**config.mk**
```make
export PLATFORM = sky130hd
export DESIGN_NAME = whitespace_comment_skipper
export DESIGN_NICKNAME = d
export VERILOG_FILES = /design/src/rtl/wcs_pkg.sv /design/src/rtl/wcs_csr.sv /design/src/rtl/wcs_scan.sv /design/src/rtl/whitespace_comment_skipper.sv
export SDC_FILE = /design/constraint.sdc
export NUM_CORES = 1
export LEC_CHECK = 0
export BUFFER_PORTS_ARGS = -buffer_cell sky130_fd_sc_hd__buf_4
export CAP_MARGIN = 10
export CELL_PAD_IN_SITES_DETAIL_PLACEMENT = 1
export CELL_PAD_IN_SITES_GLOBAL_PLACEMENT = 1
export CORE_AREA = 2 2 112 114
export CTS_CLUSTER_DIAMETER = 100
export DETAILED_ROUTE_END_ITERATION = 10
export DIE_AREA = 0 0 114 116
export PLACE_DENSITY = 0.77
export SETUP_SLACK_MARGIN = 0.5
export SLEW_MARGIN = 20
export SYNTH_ARGS = -nofsm -noshare
export SYNTH_HDL_FRONTEND = slang
export SYNTH_SLANG_ARGS = --single-unit
export TNS_END_PERCENT = 5
```
**constraint.sdc**
```tcl
create_clock -name clock -period 2.2 [get_ports clock]
set_input_delay 0.22 -clock clock [delete_from_list [all_inputs] [get_ports clock]]
set_output_delay 0.22 -clock clock [all_outputs]
set_load 0.03 [all_outputs]
```
**src/rtl/wcs_pkg.sv**
```systemverilog
package wcs_pkg;

   // Offset counter width and the width of the reported position
   localparam int OFFSET_BITS = 16;
   localparam int POS_BITS    = 16;
   localparam int WIDE_BITS   = (OFFSET_BITS > POS_BITS) ? OFFSET_BITS : POS_BITS;

   localparam int CHAR_BITS   = 8;
   localparam int STATUS_BITS = 3;
   localparam int RSP_BITS    = 24;   // status + position, padded to bytes

   localparam logic [CHAR_BITS-1:0] SEMI_CODE = 8'h3B;
   localparam logic [CHAR_BITS-1:0] STAR_CODE = 8'h2A;
   localparam logic [CHAR_BITS-1:0] NUL_CODE  = 8'h00;

   // Register map, index = byte address / 4
   localparam int ADDR_BITS = 4;
   localparam logic [1:0] REG_SPACE_A = 2'd0;
   localparam logic [1:0] REG_SPACE_B = 2'd1;
   localparam logic [1:0] REG_EOL_A   = 2'd2;
   localparam logic [1:0] REG_EOL_B   = 2'd3;

   typedef enum logic [2:0] {
      ST_NORMAL = 3'd0,
      ST_SEMI   = 3'd1,
      ST_LINE   = 3'd2,
      ST_BLOCK  = 3'd3,
      ST_STAR   = 3'd4,
      ST_DONE   = 3'd5
   } scan_state_type;

   typedef enum logic [STATUS_BITS-1:0] {
      STAT_SKIP   = 3'd0,
      STAT_FOUND  = 3'd1,
      STAT_END    = 3'd2,
      STAT_UNTERM = 3'd3,
      STAT_IDLE   = 3'd4
   } status_type;

   typedef struct packed {
      logic [CHAR_BITS-1:0] space_a;
      logic [CHAR_BITS-1:0] space_b;
      logic [CHAR_BITS-1:0] eol_a;
      logic [CHAR_BITS-1:0] eol_b;
   } cfg_type;

endpackage

```
**src/rtl/wcs_csr.sv**
```systemverilog
module wcs_csr (
   input  logic                          clock,
   input  logic                          reset,
   input  logic                          csr_psel,
   input  logic                          csr_penable,
   input  logic                          csr_pwrite,
   input  logic [wcs_pkg::ADDR_BITS-1:0] csr_paddr,
   input  logic [31:0]                   csr_pwdata,
   output logic [31:0]                   csr_prdata,
   output logic                          csr_pready,
   output wcs_pkg::cfg_type              cfg
);

   wcs_pkg::cfg_type cfg_ff;
   logic             wr_en;

   assign csr_pready = 1'b1;
   assign wr_en      = csr_psel & csr_penable & csr_pwrite & csr_pready;
   assign cfg        = cfg_ff;

   // Register writes in the access phase
   always_ff @(posedge clock) begin
      if (reset) begin
         cfg_ff.space_a <= 8'd32;
         cfg_ff.space_b <= 8'd9;
         cfg_ff.eol_a   <= 8'd13;
         cfg_ff.eol_b   <= 8'd10;
      end else if (wr_en) begin
         case (csr_paddr[3:2])
            wcs_pkg::REG_SPACE_A: cfg_ff.space_a <= csr_pwdata[7:0];
            wcs_pkg::REG_SPACE_B: cfg_ff.space_b <= csr_pwdata[7:0];
            wcs_pkg::REG_EOL_A:   cfg_ff.eol_a   <= csr_pwdata[7:0];
            wcs_pkg::REG_EOL_B:   cfg_ff.eol_b   <= csr_pwdata[7:0];
            default: ;
         endcase
      end
   end

   // Read mux
   always_comb begin
      csr_prdata = 32'd0;
      case (csr_paddr[3:2])
         wcs_pkg::REG_SPACE_A: csr_prdata = {24'd0, cfg_ff.space_a};
         wcs_pkg::REG_SPACE_B: csr_prdata = {24'd0, cfg_ff.space_b};
         wcs_pkg::REG_EOL_A:   csr_prdata = {24'd0, cfg_ff.eol_a};
         wcs_pkg::REG_EOL_B:   csr_prdata = {24'd0, cfg_ff.eol_b};
         default:              csr_prdata = 32'd0;
      endcase
   end

endmodule

```
**src/rtl/wcs_scan.sv**
```systemverilog
module wcs_scan (
   input  logic                          clock,
   input  logic                          reset,
   input  logic                          advance,
   input  logic [wcs_pkg::CHAR_BITS-1:0] character,
   input  logic                          start_scan,
   input  wcs_pkg::cfg_type              cfg,
   output wcs_pkg::status_type           status,
   output logic [wcs_pkg::POS_BITS-1:0]  position
);

   wcs_pkg::scan_state_type            state_ff, state_in, cur_state;
   logic [wcs_pkg::OFFSET_BITS-1:0]    offset_ff, offset_in, pos_eff;
   logic [wcs_pkg::WIDE_BITS-1:0]      pos_wide;
   logic                               is_space, is_eol, is_nul;

   assign is_space  = (character == cfg.space_a) || (character == cfg.space_b);
   assign is_eol    = (character == cfg.eol_a) || (character == cfg.eol_b);
   assign is_nul    = (character == wcs_pkg::NUL_CODE);
   assign cur_state = start_scan ? wcs_pkg::ST_NORMAL : state_ff;
   assign pos_eff   = start_scan ? '0 : offset_ff;

   // Offset saturates at all ones
   assign offset_in = (&pos_eff) ? pos_eff : pos_eff + 1'b1;

   // Position field clamps to its own width
   assign pos_wide = wcs_pkg::WIDE_BITS'(pos_eff);
   assign position = (pos_wide > wcs_pkg::WIDE_BITS'({wcs_pkg::POS_BITS{1'b1}})) ?
                     {wcs_pkg::POS_BITS{1'b1}} : pos_wide[wcs_pkg::POS_BITS-1:0];

   // Next state
   always_comb begin
      state_in = cur_state;
      case (cur_state)
         wcs_pkg::ST_NORMAL: begin
            if (character == wcs_pkg::SEMI_CODE) state_in = wcs_pkg::ST_SEMI;
            else if (is_nul)                     state_in = wcs_pkg::ST_DONE;
            else if (is_space || is_eol)         state_in = wcs_pkg::ST_NORMAL;
            else                                 state_in = wcs_pkg::ST_DONE;
         end
         wcs_pkg::ST_SEMI, wcs_pkg::ST_LINE: begin
            if (cur_state == wcs_pkg::ST_SEMI && character == wcs_pkg::STAR_CODE)
               state_in = wcs_pkg::ST_BLOCK;
            else if (is_nul) state_in = wcs_pkg::ST_DONE;
            else if (is_eol) state_in = wcs_pkg::ST_NORMAL;
            else             state_in = wcs_pkg::ST_LINE;
         end
         wcs_pkg::ST_BLOCK, wcs_pkg::ST_STAR: begin
            if (cur_state == wcs_pkg::ST_STAR && character == wcs_pkg::SEMI_CODE)
               state_in = wcs_pkg::ST_NORMAL;
            else if (is_nul)                         state_in = wcs_pkg::ST_DONE;
            else if (character == wcs_pkg::STAR_CODE) state_in = wcs_pkg::ST_STAR;
            else                                     state_in = wcs_pkg::ST_BLOCK;
         end
         default: state_in = wcs_pkg::ST_DONE;
      endcase
   end

   // Status of the current item
   always_comb begin
      status = wcs_pkg::STAT_SKIP;
      case (cur_state)
         wcs_pkg::ST_NORMAL: begin
            if (character == wcs_pkg::SEMI_CODE) status = wcs_pkg::STAT_SKIP;
            else if (is_nul)                     status = wcs_pkg::STAT_END;
            else if (is_space || is_eol)         status = wcs_pkg::STAT_SKIP;
            else                                 status = wcs_pkg::STAT_FOUND;
         end
         wcs_pkg::ST_SEMI: begin
            if (character == wcs_pkg::STAR_CODE) status = wcs_pkg::STAT_SKIP;
            else if (is_nul)                     status = wcs_pkg::STAT_END;
            else                                 status = wcs_pkg::STAT_SKIP;
         end
         wcs_pkg::ST_LINE:
            status = is_nul ? wcs_pkg::STAT_END : wcs_pkg::STAT_SKIP;
         wcs_pkg::ST_BLOCK:
            status = is_nul ? wcs_pkg::STAT_UNTERM : wcs_pkg::STAT_SKIP;
         wcs_pkg::ST_STAR: begin
            if (character == wcs_pkg::SEMI_CODE) status = wcs_pkg::STAT_SKIP;
            else if (is_nul)                     status = wcs_pkg::STAT_UNTERM;
            else                                 status = wcs_pkg::STAT_SKIP;
         end
         default: status = wcs_pkg::STAT_IDLE;
      endcase
   end

   // Scan state and offset advance once per processed item
   always_ff @(posedge clock) begin
      if (reset) begin
         state_ff  <= wcs_pkg::ST_DONE;
         offset_ff <= '0;
      end else if (advance) begin
         state_ff  <= state_in;
         offset_ff <= offset_in;
      end
   end

endmodule

```
**src/rtl/whitespace_comment_skipper.sv**
```systemverilog
// Pipeline: input register, then result register. A result is valid once its item moves
// on from the input register, which waits while a result is stalled on rsp_tready; an
// empty input register still takes an item then. Throughput: one item per cycle unless
// rsp_tready stalls; scan state and offset update as an item enters the result register.
// Reset (synchronous, active high): scan done so items read idle until a start,
// offset zero, pipeline empty, registers at space/tab/CR/LF.
module whitespace_comment_skipper (
   input  logic                          clock,
   input  logic                          reset,
   input  logic                          req_tvalid,
   output logic                          req_tready,
   input  logic [7:0]                    req_tdata,   // [7:0] character
   input  logic                          req_tuser,   // [0] start_scan
   output logic                          rsp_tvalid,
   input  logic                          rsp_tready,
   output logic [wcs_pkg::RSP_BITS-1:0]  rsp_tdata,   // [2:0] status, [18:3] position
   input  logic                          csr_psel,
   input  logic                          csr_penable,
   input  logic                          csr_pwrite,
   input  logic [wcs_pkg::ADDR_BITS-1:0] csr_paddr,
   input  logic [31:0]                   csr_pwdata,
   output logic [31:0]                   csr_prdata,
   output logic                          csr_pready
);

   wcs_pkg::cfg_type                    cfg;
   logic                                in_valid_ff;
   logic [wcs_pkg::CHAR_BITS-1:0]       in_char_ff;
   logic                                in_start_ff;
   logic                                out_valid_ff;
   wcs_pkg::status_type                 out_status_ff, status;
   logic [wcs_pkg::POS_BITS-1:0]        out_pos_ff, position;
   logic                                out_load, in_load;

   wcs_csr u_csr (
      .clock       (clock),
      .reset       (reset),
      .csr_psel    (csr_psel),
      .csr_penable (csr_penable),
      .csr_pwrite  (csr_pwrite),
      .csr_paddr   (csr_paddr),
      .csr_pwdata  (csr_pwdata),
      .csr_prdata  (csr_prdata),
      .csr_pready  (csr_pready),
      .cfg         (cfg)
   );

   wcs_scan u_scan (
      .clock      (clock),
      .reset      (reset),
      .advance    (out_load),
      .character  (in_char_ff),
      .start_scan (in_start_ff),
      .cfg        (cfg),
      .status     (status),
      .position   (position)
   );

   // Pipeline handshake
   assign out_load   = in_valid_ff & (~out_valid_ff | rsp_tready);
   assign req_tready = ~in_valid_ff | out_load;
   assign in_load    = req_tvalid & req_tready;

   // Input register
   always_ff @(posedge clock) begin
      if (reset) begin
         in_valid_ff <= 1'b0;
      end else if (req_tready) begin
         in_valid_ff <= req_tvalid;
      end
   end

   always_ff @(posedge clock) begin
      if (in_load) begin
         in_char_ff  <= req_tdata;
         in_start_ff <= req_tuser;
      end
   end

   // Result register
   always_ff @(posedge clock) begin
      if (reset) begin
         out_valid_ff <= 1'b0;
      end else if (~out_valid_ff | rsp_tready) begin
         out_valid_ff <= in_valid_ff;
      end
   end

   always_ff @(posedge clock) begin
      if (out_load) begin
         out_status_ff <= status;
         out_pos_ff    <= position;
      end
   end

   assign rsp_tvalid = out_valid_ff;
   assign rsp_tdata  = {5'd0, out_pos_ff, out_status_ff};

endmodule

```
# After elaboration in Yosys (flattened, before gate mapping)
# Cells that the tools add are included.
[word_totals]
reg_bits = 81
in_bits = 52
wordCells = 72
[classes]
add_sub_neg = 1
order_cmp = 1
eq_ne = 13
mux = 22
n_bitwise = 8
reduce_logical = 15
[op_table]
columns = ["operator", "count"]
rows = [
  ["32-bit one-hot mux with 4 select lines", 1],
  ["3-bit 2-to-1 mux", 13],
  ["8-bit equality test", 4],
  ["16-bit 2-to-1 mux", 2],
  ["16-bit by 1-bit adder with 16-bit output (second input constant)", 1],
  ["8-bit by 6-bit equality test with 1-bit output (second input constant)", 2],
  ["16-bit > comparator (second input constant)", 1],
  ["16-bit AND reduction", 1],
  ["3-bit one-hot mux with 5 select lines", 1],
  ["3-bit one-hot mux with 3 select lines", 1],
  ["8-bit zero test", 1],
  ["2-bit AND reduction", 4],
  ["3-bit by 2-bit equality test with 1-bit output (second input constant)", 2],
  ["2-bit 2-to-1 mux", 3],
  ["1-bit AND", 4],
  ["2-bit equality test (second input constant)", 2],
  ["2-bit OR reduction", 2],
  ["3-bit by 1-bit equality test with 1-bit output (second input constant)", 1],
  ["3-bit equality test (second input constant)", 1],
  ["3-bit zero test", 1],
  ["1-bit logical OR", 3],
  ["2-bit by 1-bit equality test with 1-bit output (second input constant)", 1],
  ["1-bit logical AND", 2],
  ["2-bit zero test", 1],
  ["other kinds (3)", 5],
]

# Depth between registers and ports, before layout
# Gate-level depths: netlist (run 1).
[depth]
ltp_word = 7
mapped_depth = 11

# Cells and area by module
# A second synthesis (run 1) with hierarchy kept.
[unflattened]
hier_cells = 435
hier_area_um2 = 4479.3
[modules_own_cells]
columns = ["mod", "n_inst", "cells_each", "area_each_um2"]
rows = [
  ["wcs_scan", 1, 223, 1757.9],
  ["wcs_csr", 1, 168, 1735.4],
  ["whitespace_comment_skipper", 1, 44, 985.9],
]

# Worst setup path after synthesis (run 1)
# OpenSTA, ideal clock, no wires.
[synth_timing]
path_type = "register to register"
startpoint = "register in_start_ff"
endpoint = "register u_scan.offset_ff[15] (netlist bit)"
arrival_time_ns = 2.245
t_required_ns = 2.072
setup_slack_ns = -0.173
path_stages_with_launch = 12
path_buffers = 3
synth_period_minus_slack_ns = 2.373
cell_sequence = "edfxtp_1 buf_4 clkbuf_1 clkbuf_1 nor2b_1 ha_1 nand2_1 nor4_4 a2111oi_4 nand4_1 xnor2_1 nor2_1"
[synth_via]
elab_chain_cells = 3
elab_cells_between_ends = 4
[synth_lines]
columns = ["element", "line", "text"]
rows = [
  ["start: declaration", "whitespace_comment_skipper.sv:29", "logic in_start_ff;"],
  ["start signal: assignment", "whitespace_comment_skipper.sv:76", "in_start_ff <= req_tuser;"],
  ["16-bit 2-to-1 mux *", "wcs_scan.sv:21", "assign pos_eff = start_scan ? '0 : offset_ff;"],
  ["via u_scan.pos_eff, one bit", "wcs_scan.sv:13", "logic [wcs_pkg::OFFSET_BITS-1:0] offset_ff, offset_in, pos_eff;"],
  ["16-bit by 1-bit adder with 16-bit output / 16-bit AND reduction (equally long branches)", "wcs_scan.sv:24", "assign offset_in = (&pos_eff) ? pos_eff : pos_eff + 1'b1;"],
  ["16-bit 2-to-1 mux *", "wcs_scan.sv:24", ""],
  ["end signal: assignment", "wcs_scan.sv:94", "offset_ff <= offset_in;"],
  ["end: declaration", "wcs_scan.sv:13", ""],
]
# Mark *: on every way through the listed nets, which the timed path passes. The rest lies on a longest branch.
# A chain may end at the register's enable or synchronous reset.

# Worst setup path after layout (run 1)
# Ends and elaborated chain as after synthesis.

==> impl_metrics.tcl, run 1 <==
set metrics [dict create \
    status "completed" \
    max-slew-margin-rel_pct 57.27 \
    fmax_mhz 501.8 \
    cts_buffers 9 \
    irDropWorstVdd_v 0.0004876 \
    yosys_warnings 0 \
    clock-root-buffer "clkbuf_16" \
    dp_hpwl_um 7517 \
    crit_type "reg2reg" \
    drc 0 \
    die_w_um 114 \
    synth_seq_cells 81 \
    htree_levels 3 \
    grt.total_usage_pct 16.56 \
    synth_cell_types 52 \
    p_switching_mw 0.8966 \
    core-area_mm2 0.01191 \
    placed_area_mm2 0.004701 \
    final_area_mm2 0.005024 \
    drive_above_1_share_pct 22.18 \
    fill_cells 1363 \
    setup_tns_ns 0 \
    drtIter0Drc 126 \
    drt-pass1-iter-count 4 \
    drt_wl_total_um 10340 \
    multi_input_area_mm2 0.002148 \
    cts_tree "built" \
    setup_viol 0 \
    finalNetCount 526 \
    leakage_nw 1.900 \
    ff_latch_area_mm2 0.001902 \
    via_per_inst 5.027 \
    syn_area_per_cell_um2 10.04 \
    hold_viol_final 0 \
    worst_setup_path_end_kind "flip-flop" \
    placementRows 40 \
    syn_to_final_growth_pct 18.82 \
    final_common_cell "buf_4" \
    path_clk_slew_ns 0.06 \
    antenna_found_initial 0 \
    grt_pass1_vias 3346 \
    grt_remaining_overflow 0 \
    crit_arrival_ns 2.21 \
    async_flop_share_pct 0 \
    diodes 0 \
    io_buffers 54 \
    setup.worst_path.start_class "flip-flop" \
    skew_ns 0.007167 \
    total_power_mw 3.381 \
    synth_area_mm2 0.004228 \
    p_comb_share_pct 11.7 \
    wl_per_cell_um 16.55 \
    ant_nets 0 \
    worst_pin_slew_ns 0.6391 \
    start_util_pct 35.49 \
    drv_slew 0 \
    path_max_fanout 4 \
    io_pins 111 \
    hold_class "in2reg" \
    cp_slowest_cell "edfxtp_1" \
    synthCells 421 \
    grt_first_pass_wirelength_um 16710 \
    fin_hold_ws_ns 0.04640 \
    synth_edf_count 28 \
    intPower_mw 2.485 \
    max_cap_violations 0 \
    powerDensity_mw_per_mm2 673.1 \
    required_ns 2.41 \
    clk_path_buf_depth 2 \
    p_sw_share_pct 26.52 \
    seq_power_share_pct 48.2 \
    grt_max_degree 45 \
    vias 3142 \
    rsz0062_at_grt "yes" \
    yosys_most_used_dff "dfxtp_1" \
    place_congestion 0.8308 \
    die_h_um 116 \
    crit_chain "buf_6, nor2b_4, ha_4, nand2_4, nor4_4, buf_4, a2111oi_4, nand4_1, xnor2_1, nor2_1" \
    finalCritPeriodShare_pct 90.57 \
    power_frac_clock_pct 40.1 \
    seq_area_frac_synth_pct 44.98 \
    period_needed_ns 1.993 \
    die_area_mm2 0.01322 \
    cts_sinks 81 \
    clk_latency_ns 0.35 \
    final_cell_mix "buf_4, dfxtp_1, nor2_1" \
    setup_ws_ns 0.2074 \
    cpPeakStageDelay_ns 0.42 \
    post-place-ws_ns 0.06739 \
]
worst paths after layout:
| check | cells after the start | slack, ns | endpoint | start |
|---|---|---|---|---|
| hold / removal | 1 | 0.05 | in_char_ff[4] | req_tdata[4] |
| setup reg to reg | 10 | 0.21 | u_scan.offset_ff[15] | in_start_ff |
| setup / recovery | 10 | 0.21 | u_scan.offset_ff[15] | in_start_ff |
| hold reg to reg | 2 | 0.49 | u_csr.cfg[23] | u_csr.cfg[23] |
worst max-delay path: cells and delay by family (launching register included):
family | cells | cell delay [ns]
DFF | 1 | 0.42
and+or+nand+nor | 5 | 0.39
AOI/OAI and AO/OA | 1 | 0.41
buffers and inverters | 2 | 0.29
adders and majority gates | 1 | 0.18
xor gates and xnor gates | 1 | 0.18
synth_stat cells, types with 4 or more instances:
cell type | number | area, um^2
nor2b_1 | 17 | 106.4
dfxtp_1 | 53 | 1061
a21oi_1 | 11 | 55.05
and3_1 | 4 | 25.02
xnor2_1 | 40 | 350.3
clkbuf_1 | 10 | 37.54
mux2i_1 | 25 | 250.2
nor3_1 | 6 | 30.03
nand2b_1 | 4 | 25.02
nand2_1 | 37 | 138.9
nor2_1 | 51 | 191.4
buf_4 | 31 | 232.7
nand4_1 | 13 | 81.33
nand3_1 | 22 | 110.1
mux4_2 | 8 | 180.2
buf_2 | 10 | 50.05
xor2_1 | 5 | 43.79
edfxtp_1 | 28 | 840.8
routing by layer:
metal | vias to the layer above | track usage [%] | share of wire [%]
met3 | 18 | 3.975 | 3.6
li1 | 1502 | - | -
met2 | 68 | 29.48 | 51
met4 | 0 | 6.098 | 1.8
met1 | 1554 | 19.45 | 43
met5 | - | 0 | 0
power by group through the flow:
stage               Clock (mW)  Combinational (mW)  Sequential, mW
floorplan                    0               0.300            1.67
detailed placement           0               0.390            1.66
finish                    1.36               0.394            1.63
global route              1.45               0.425            1.64
global placement             0               0.383            1.66
CTS                       1.39               0.395            1.63
layout make-up:
| cell class | count | share of cell area [%] |
|---|---|---|
| well taps | 147 | 3.661 |
| multi-input cells | 311 | 42.76 |
| inverters | 4 | 0.2989 |
| clock inverters | 6 | 0.6725 |
| repair buffers | 66 | 10.19 |
| clock buffers | 10 | 4.558 |
| flip-flops and latches | 81 | 37.86 |
metrics by stage:
step | instances | utilization [%]
4_1_cts | 625 | 42.08
5_1_grt | 625 | 42.17
3_5_place_dp | 606 | 39.46
3_3_place_gp | 606 | 39.46
6_report | 625 | 42.17
2_1_floorplan | 449 | -
flip-flops by register name, indices dropped and copies added, names as in the netlist:
| name | flops |
|---|---|
| u_csr.cfg | 32 |
| out_pos_ff | 16 |
| u_scan.offset_ff | 16 |
| in_char_ff | 8 |
| out_status_ff | 3 |
| u_scan.state_ff | 3 |
| in_start_ff | 1 |
| in_valid_ff | 1 |
| rsp_tvalid | 1 |
repair_timing:
item	CTS	global route
hold buffers	0	0
endpoints found under the setup margin	20	21
pin swaps	2	6
resized for setup	4	3
setup buffers	3	0
kinds of logic after synthesis:
kind of cell               count (synthesis)  share of synthesized area [%]
muxes                                     34                          10.45
buffers and inverters                     57                          8.286
adders and majority gates                  1                         0.2959
and+or+nand+nor                          170                          20.45
other                                      2                         0.1776
DFF                                       81                          44.98
AOI/OAI and AO/OA                         31                          6.037
xor gates and xnor gates                  45                          9.322
Power figures use the tool's default switching activity.
==> run 2, diff against run 1 <==
Settings changed: ABC_AREA set to 1, CORE_AREA 2 2 112 114 to 5 5 121 123, DIE_AREA 0 0 114 116 to 0 0 126 128, PLACE_DENSITY 0.77 to 0.79.
==> impl_metrics.tcl, run 2 <==
set metrics [dict create \
    via_per_inst 4.777 \
    setup_tns_ns 0 \
    worst_pin_slew_ns 0.5584 \
    diodes 0 \
    drt-pass1-iter-count 4 \
    grt_busiest_layer "met2" \
    irDropWorstVdd_v 0.0003225 \
    final_cell_mix "nand2_1, buf_4, inv_1" \
    clk_latency_ns 0.35 \
    core-area_mm2 0.01356 \
    placementRows 43 \
    max-slew-margin-rel_pct 62.73 \
    clock-root-buffer "clkbuf_16" \
    grt_use_met1_pct 20.84 \
    die_area_mm2 0.01613 \
    synth_top_area_share_pct 23.23 \
    leakage_nw 2.550 \
    die_h_um 128 \
    cts_buffers 9 \
    path_clk_slew_ns 0.07 \
    instances_no_fill 885 \
    rsz0062_at_grt "yes" \
    period_needed_ns 1.885 \
    htree_levels 3 \
    die_w_um 126 \
    max_cap_violations 0 \
    start_util_pct 33.68 \
    met3_usage_pct 4.417 \
    drv_slew 0 \
    hold_class "in2reg" \
    status "completed" \
    yosys_warnings 0 \
    drt_wl_total_um 13710 \
    final_common_cell "nand2_1" \
    crit_arrival_ns 2.12 \
    ant_nets 0 \
    hold_viol_final 0 \
    use_met2_pct 29.58 \
    final_util_pct 41.57 \
    grt_first_pass_wirelength_um 22080 \
    vias 4228 \
    fmax_mhz 530.4 \
    dp_hpwl_um 9807 \
    synthCells 624 \
    synth_area_mm2 0.004567 \
    cts_tree "built" \
    fill_cells 1714 \
    antenna_found_initial 0 \
    wl_per_cell_um 15.49 \
    finalCritPeriodShare_pct 85.70 \
    drtIter0Drc 178 \
    dpl.cell_count 853 \
    async_flop_share_pct 0 \
    setup_viol 0 \
    crit_type "reg2reg" \
    largest_reg_flops 32 \
    synth.most_common_cell "nand2_1" \
    path_max_fanout 5 \
    setup.worst_path.start_class "flip-flop" \
    synth_cell_types 39 \
    grt.total_usage_pct 17.08 \
    grt_max_degree 33 \
    cts_sinks 81 \
    ys_top_cells_by_count "nand2_1, inv_1, dfxtp_1" \
    seq_area_frac_synth_pct 41.64 \
    synth_edf_count 28 \
    drc 0 \
    yosys-top-cells-area "dfxtp_1, edfxtp_1, nand2_1, inv_1, a21oi_1" \
    drive_above_1_share_pct 21.13 \
    io_buffers 54 \
    synth_top_cell_by_area "dfxtp_1" \
    io_pins 111 \
    grt_remaining_overflow 0 \
    powerDensity_mw_per_mm2 672.7 \
    final_area_mm2 0.005635 \
    syn_area_per_cell_um2 7.319 \
    skew_ns 0.007437 \
    ctsHoldBuffers 0 \
    grt_pass1_vias 4439 \
    place_congestion 0.8372 \
    synth_seq_cells 81 \
    syn_to_final_growth_pct 23.40 \
    required_ns 2.43 \
    worst_setup_path_end_kind "flip-flop" \
    yosys_most_used_dff "dfxtp_1" \
    clk_path_buf_depth 2 \
    finalNetCount 753 \
    placed_area_mm2 0.005121 \
]
## run 2: metrics by stage
step	hold slack (ns)	total power [mW]	setup WS, ns
2_1_floorplan	0.3189	2.029	0.4963
3_3_place_gp	0.3988	2.143	0.2170
3_5_place_dp	0.4021	2.158	0.1697
4_1_cts	0.03899	3.813	0.3359
5_1_grt	0.03265	3.942	0.1997
6_report	0.04470	3.791	0.3146
## run 2: worst paths after layout
check	slack [ns]	to	cells past startpoint	startpoint
worst min-delay path	0.04	in_char_ff[4]	1	req_tdata[4]
worst max register to register	0.31	u_scan.offset_ff[15]	10	in_start_ff
worst min register to register	0.49	u_csr.cfg[18]	2	u_csr.cfg[18]
worst max-delay path	0.31	u_scan.offset_ff[15]	10	in_start_ff
## run 2: per-layer routing
metal,share of wire [%],vias up,routed length [um]
li1,-,2080,-
met3,4.0,25,555
met5,0,-,0
met1,43,2035,5918
met4,2.0,0,277
met2,51,88,6959
## run 2: timing repair
item / 4_1_cts / 5_1_grt
gates resized for setup: 8 / 12
pin swaps: 6 / 15
setup buffers: 9 / 7
cloned: 0 / 0
endpoints found under the hold margin: 0 / 0
setup endpoints to repair: 21 / 22
## run 2: critical path: stages, from the launching register on
cell and delay [ns]:
edfxtp_1 0.51, buf_6 0.19, buf_4 0.13, nor2_4 0.14, nand2_4 0.08, nor3_4 0.30, nand3_1 0.13, nand2_1 0.11
nand3_2 0.07, nand2_2 0.05, a21oi_1 0.05
## run 2: power breakdown
group / internal [mW] / switching (mW)
clock network: 0.994 / 0.654
logic: 0.154 / 0.348
registers: 1.60 / 0.0411
total: 2.75 / 1.04
## run 2: final cells by class
| type | count | area [um^2] | share of cell area [%] |
|---|---|---|---|
| Inverter | 82 | 317.8 | 5.639 |
| Sequential cell | 81 | 1902 | 33.75 |
| Multi-Input combinational cell | 445 | 2251 | 39.94 |
| Timing Repair Buffer | 81 | 619.3 | 10.99 |
| Clock inverter | 7 | 95.09 | 1.687 |
| Tap cell | 180 | 225.2 | 3.996 |
| Clock buffer | 9 | 225.2 | 3.996 |
## run 2: logic make-up after synthesis
| logic type | share of synthesized area (%) |
|---|---|
| adders and majority gates | 0.2739 |
| other | 0.1644 |
| and+or+nand+nor | 28.69 |
| xor gates and xnor gates | 2.493 |
| buffers and inverters | 13.34 |
| AOI/OAI and AO/OA | 13.40 |
| DFF | 41.64 |
==> run 3, diff against run 2 <==
Settings changed: REMOVE_ABC_BUFFERS set to 1.
==> impl_metrics.tcl, run 3 (synthesis results as in run 2) <==
set metrics [dict create \
    cts_tree "built" \
    syn_to_final_growth_pct 25.04 \
    hold_class "in2reg" \
    final_area_mm2 0.005710 \
    path_clk_slew_ns 0.06 \
    worst_pin_slew_ns 0.5647 \
    met1_length_um 5509 \
    wl_met3_um 517 \
    antenna_found_initial 0 \
    final_common_cell "nand2_1" \
    crit_arrival_ns 2.14 \
    skew_ns 0.008788 \
    crit_type "reg2reg" \
    diodes 0 \
    placed_area_mm2 0.005077 \
    crit_chain "buf_6, nor2_4, ha_4, nand3_4, nor2_4, nand3_4, xor2_1, nand2_1, a21oi_2" \
    vias 4298 \
    grt_remaining_overflow 0 \
    grt_max_degree 39 \
    htree_levels 3 \
    fmax_mhz 536.5 \
    rsz0062_at_grt "yes" \
    path_max_fanout 7 \
    grt_first_pass_wirelength_um 22110 \
    clock-root-buffer "clkbuf_16" \
    setup.worst_path.start_class "flip-flop" \
    required_ns 2.48 \
    hold_viol_final 0 \
    powerDensity_mw_per_mm2 640.9 \
    drtIter0Drc 252 \
    largest_reg_flops 32 \
    max-slew-margin-rel_pct 62.26 \
    total_power_mw 3.660 \
    leakage_nw 2.590 \
    grt.total_usage_pct 17.06 \
    clk_latency_ns 0.35 \
    placementRows 43 \
    via_per_inst 4.824 \
    core-area_mm2 0.01356 \
    wl_per_cell_um 15.58 \
    cp.buffers_inverters 1 \
    grt_pass1_vias 4545 \
    path_delay_family "simple AND/OR/NAND/NOR gates" \
    cts_buffers 9 \
    die_w_um 126 \
    finalNetCount 759 \
    setup_viol 0 \
    top_layer "met4" \
    final_cell_mix "nand2_1, buf_4, inv_1" \
    io_buffers 54 \
    clk_path_buf_depth 2 \
    start_util_pct 33.68 \
    max_cap_violations 0 \
    place_congestion 0.8344 \
    dp_hpwl_um 9835 \
    drive_above_1_share_pct 22.64 \
    die_h_um 128 \
    irDropWorstVdd_v 0.0003453 \
    cpPeakStageDelay_ns 0.38 \
    drt-pass1-iter-count 4 \
    cp_slowest_cell "edfxtp_1" \
    dr_wl_met2_um 7602 \
    drt_wl_total_um 13880 \
    drc 0 \
    cts_sinks 81 \
    status "completed" \
    ant_nets 0 \
    period_needed_ns 1.864 \
    die_area_mm2 0.01613 \
    drv_slew 0 \
    worst_setup_path_end_kind "flip-flop" \
    io_pins 111 \
    setup_tns_ns 0 \
    finalCritPeriodShare_pct 84.73 \
]
[run 3: worst register-to-register path, cell delays in order (launching register included)]
cell and delay (ns):
edfxtp_1 0.38, buf_6 0.17, nor2_4 0.14, ha_4 0.16, nand3_4 0.10, nor2_4 0.18
nand3_4 0.18, xor2_1 0.20, nand2_1 0.12, a21oi_2 0.17
[run 3: cell type report]
cell class	instances	area [um^2]
fillers	1720	7848
multi-input cells	445	2295
clock buffers	11	232.7
inverters	82	320.3
flip-flops and latches	81	1902
clock inverters	5	57.56
repair buffers	86	673.1
repair inverters	1	5.005
well taps	180	225.2
[run 3: path summary, 6_finish.rpt]
kind / startpoint / to / slack (ns) / depth (start not counted)
worst max-delay path: in_start_ff / u_scan.offset_ff[0] / 0.34 / 9
worst min-delay path: req_tdata[3] / in_char_ff[3] / 0.05 / 1
worst max register to register: in_start_ff / u_scan.offset_ff[0] / 0.34 / 9
worst min register to register: u_scan.offset_ff[6] / u_scan.offset_ff[6] / 0.47 / 2
[run 3: where the power goes]
part           leakage [nW]  internal (mW)  switching (mW)
clock network         0.144          0.882           0.619
logic                  1.76          0.161           0.357
registers             0.691           1.60          0.0404
[run 3: what timing repair did]
action | 4_1_cts | 5_1_grt
endpoints found under the setup margin | 21 | 22
gates resized for setup | 25 | 20
gates cloned | 1 | 0
setup buffers | 11 | 11
hold buffers | 0 | 0
pin swaps | 14 | 19
[run 3: routing by layer]
metal  vias to the layer above  GRT usage, %
met3                        21         3.708
met5                         -             0
met4                         0         5.300
met2                        76         33.27
met1                      2111         18.20
li1                       2090             -
[run 3: stage by stage]
stage	hold slack (ns)	std cells	utilization, %	setup WS [ns]
detailed placement	0.3993	852	37.45	0.1242
finish	0.04773	891	42.12	0.3359
CTS	0.03818	880	41.03	0.3866
global placement	0.3989	852	37.45	0.2107
floorplan	0.2824	608	-	0.1159
global route	0.04197	891	42.12	0.2427
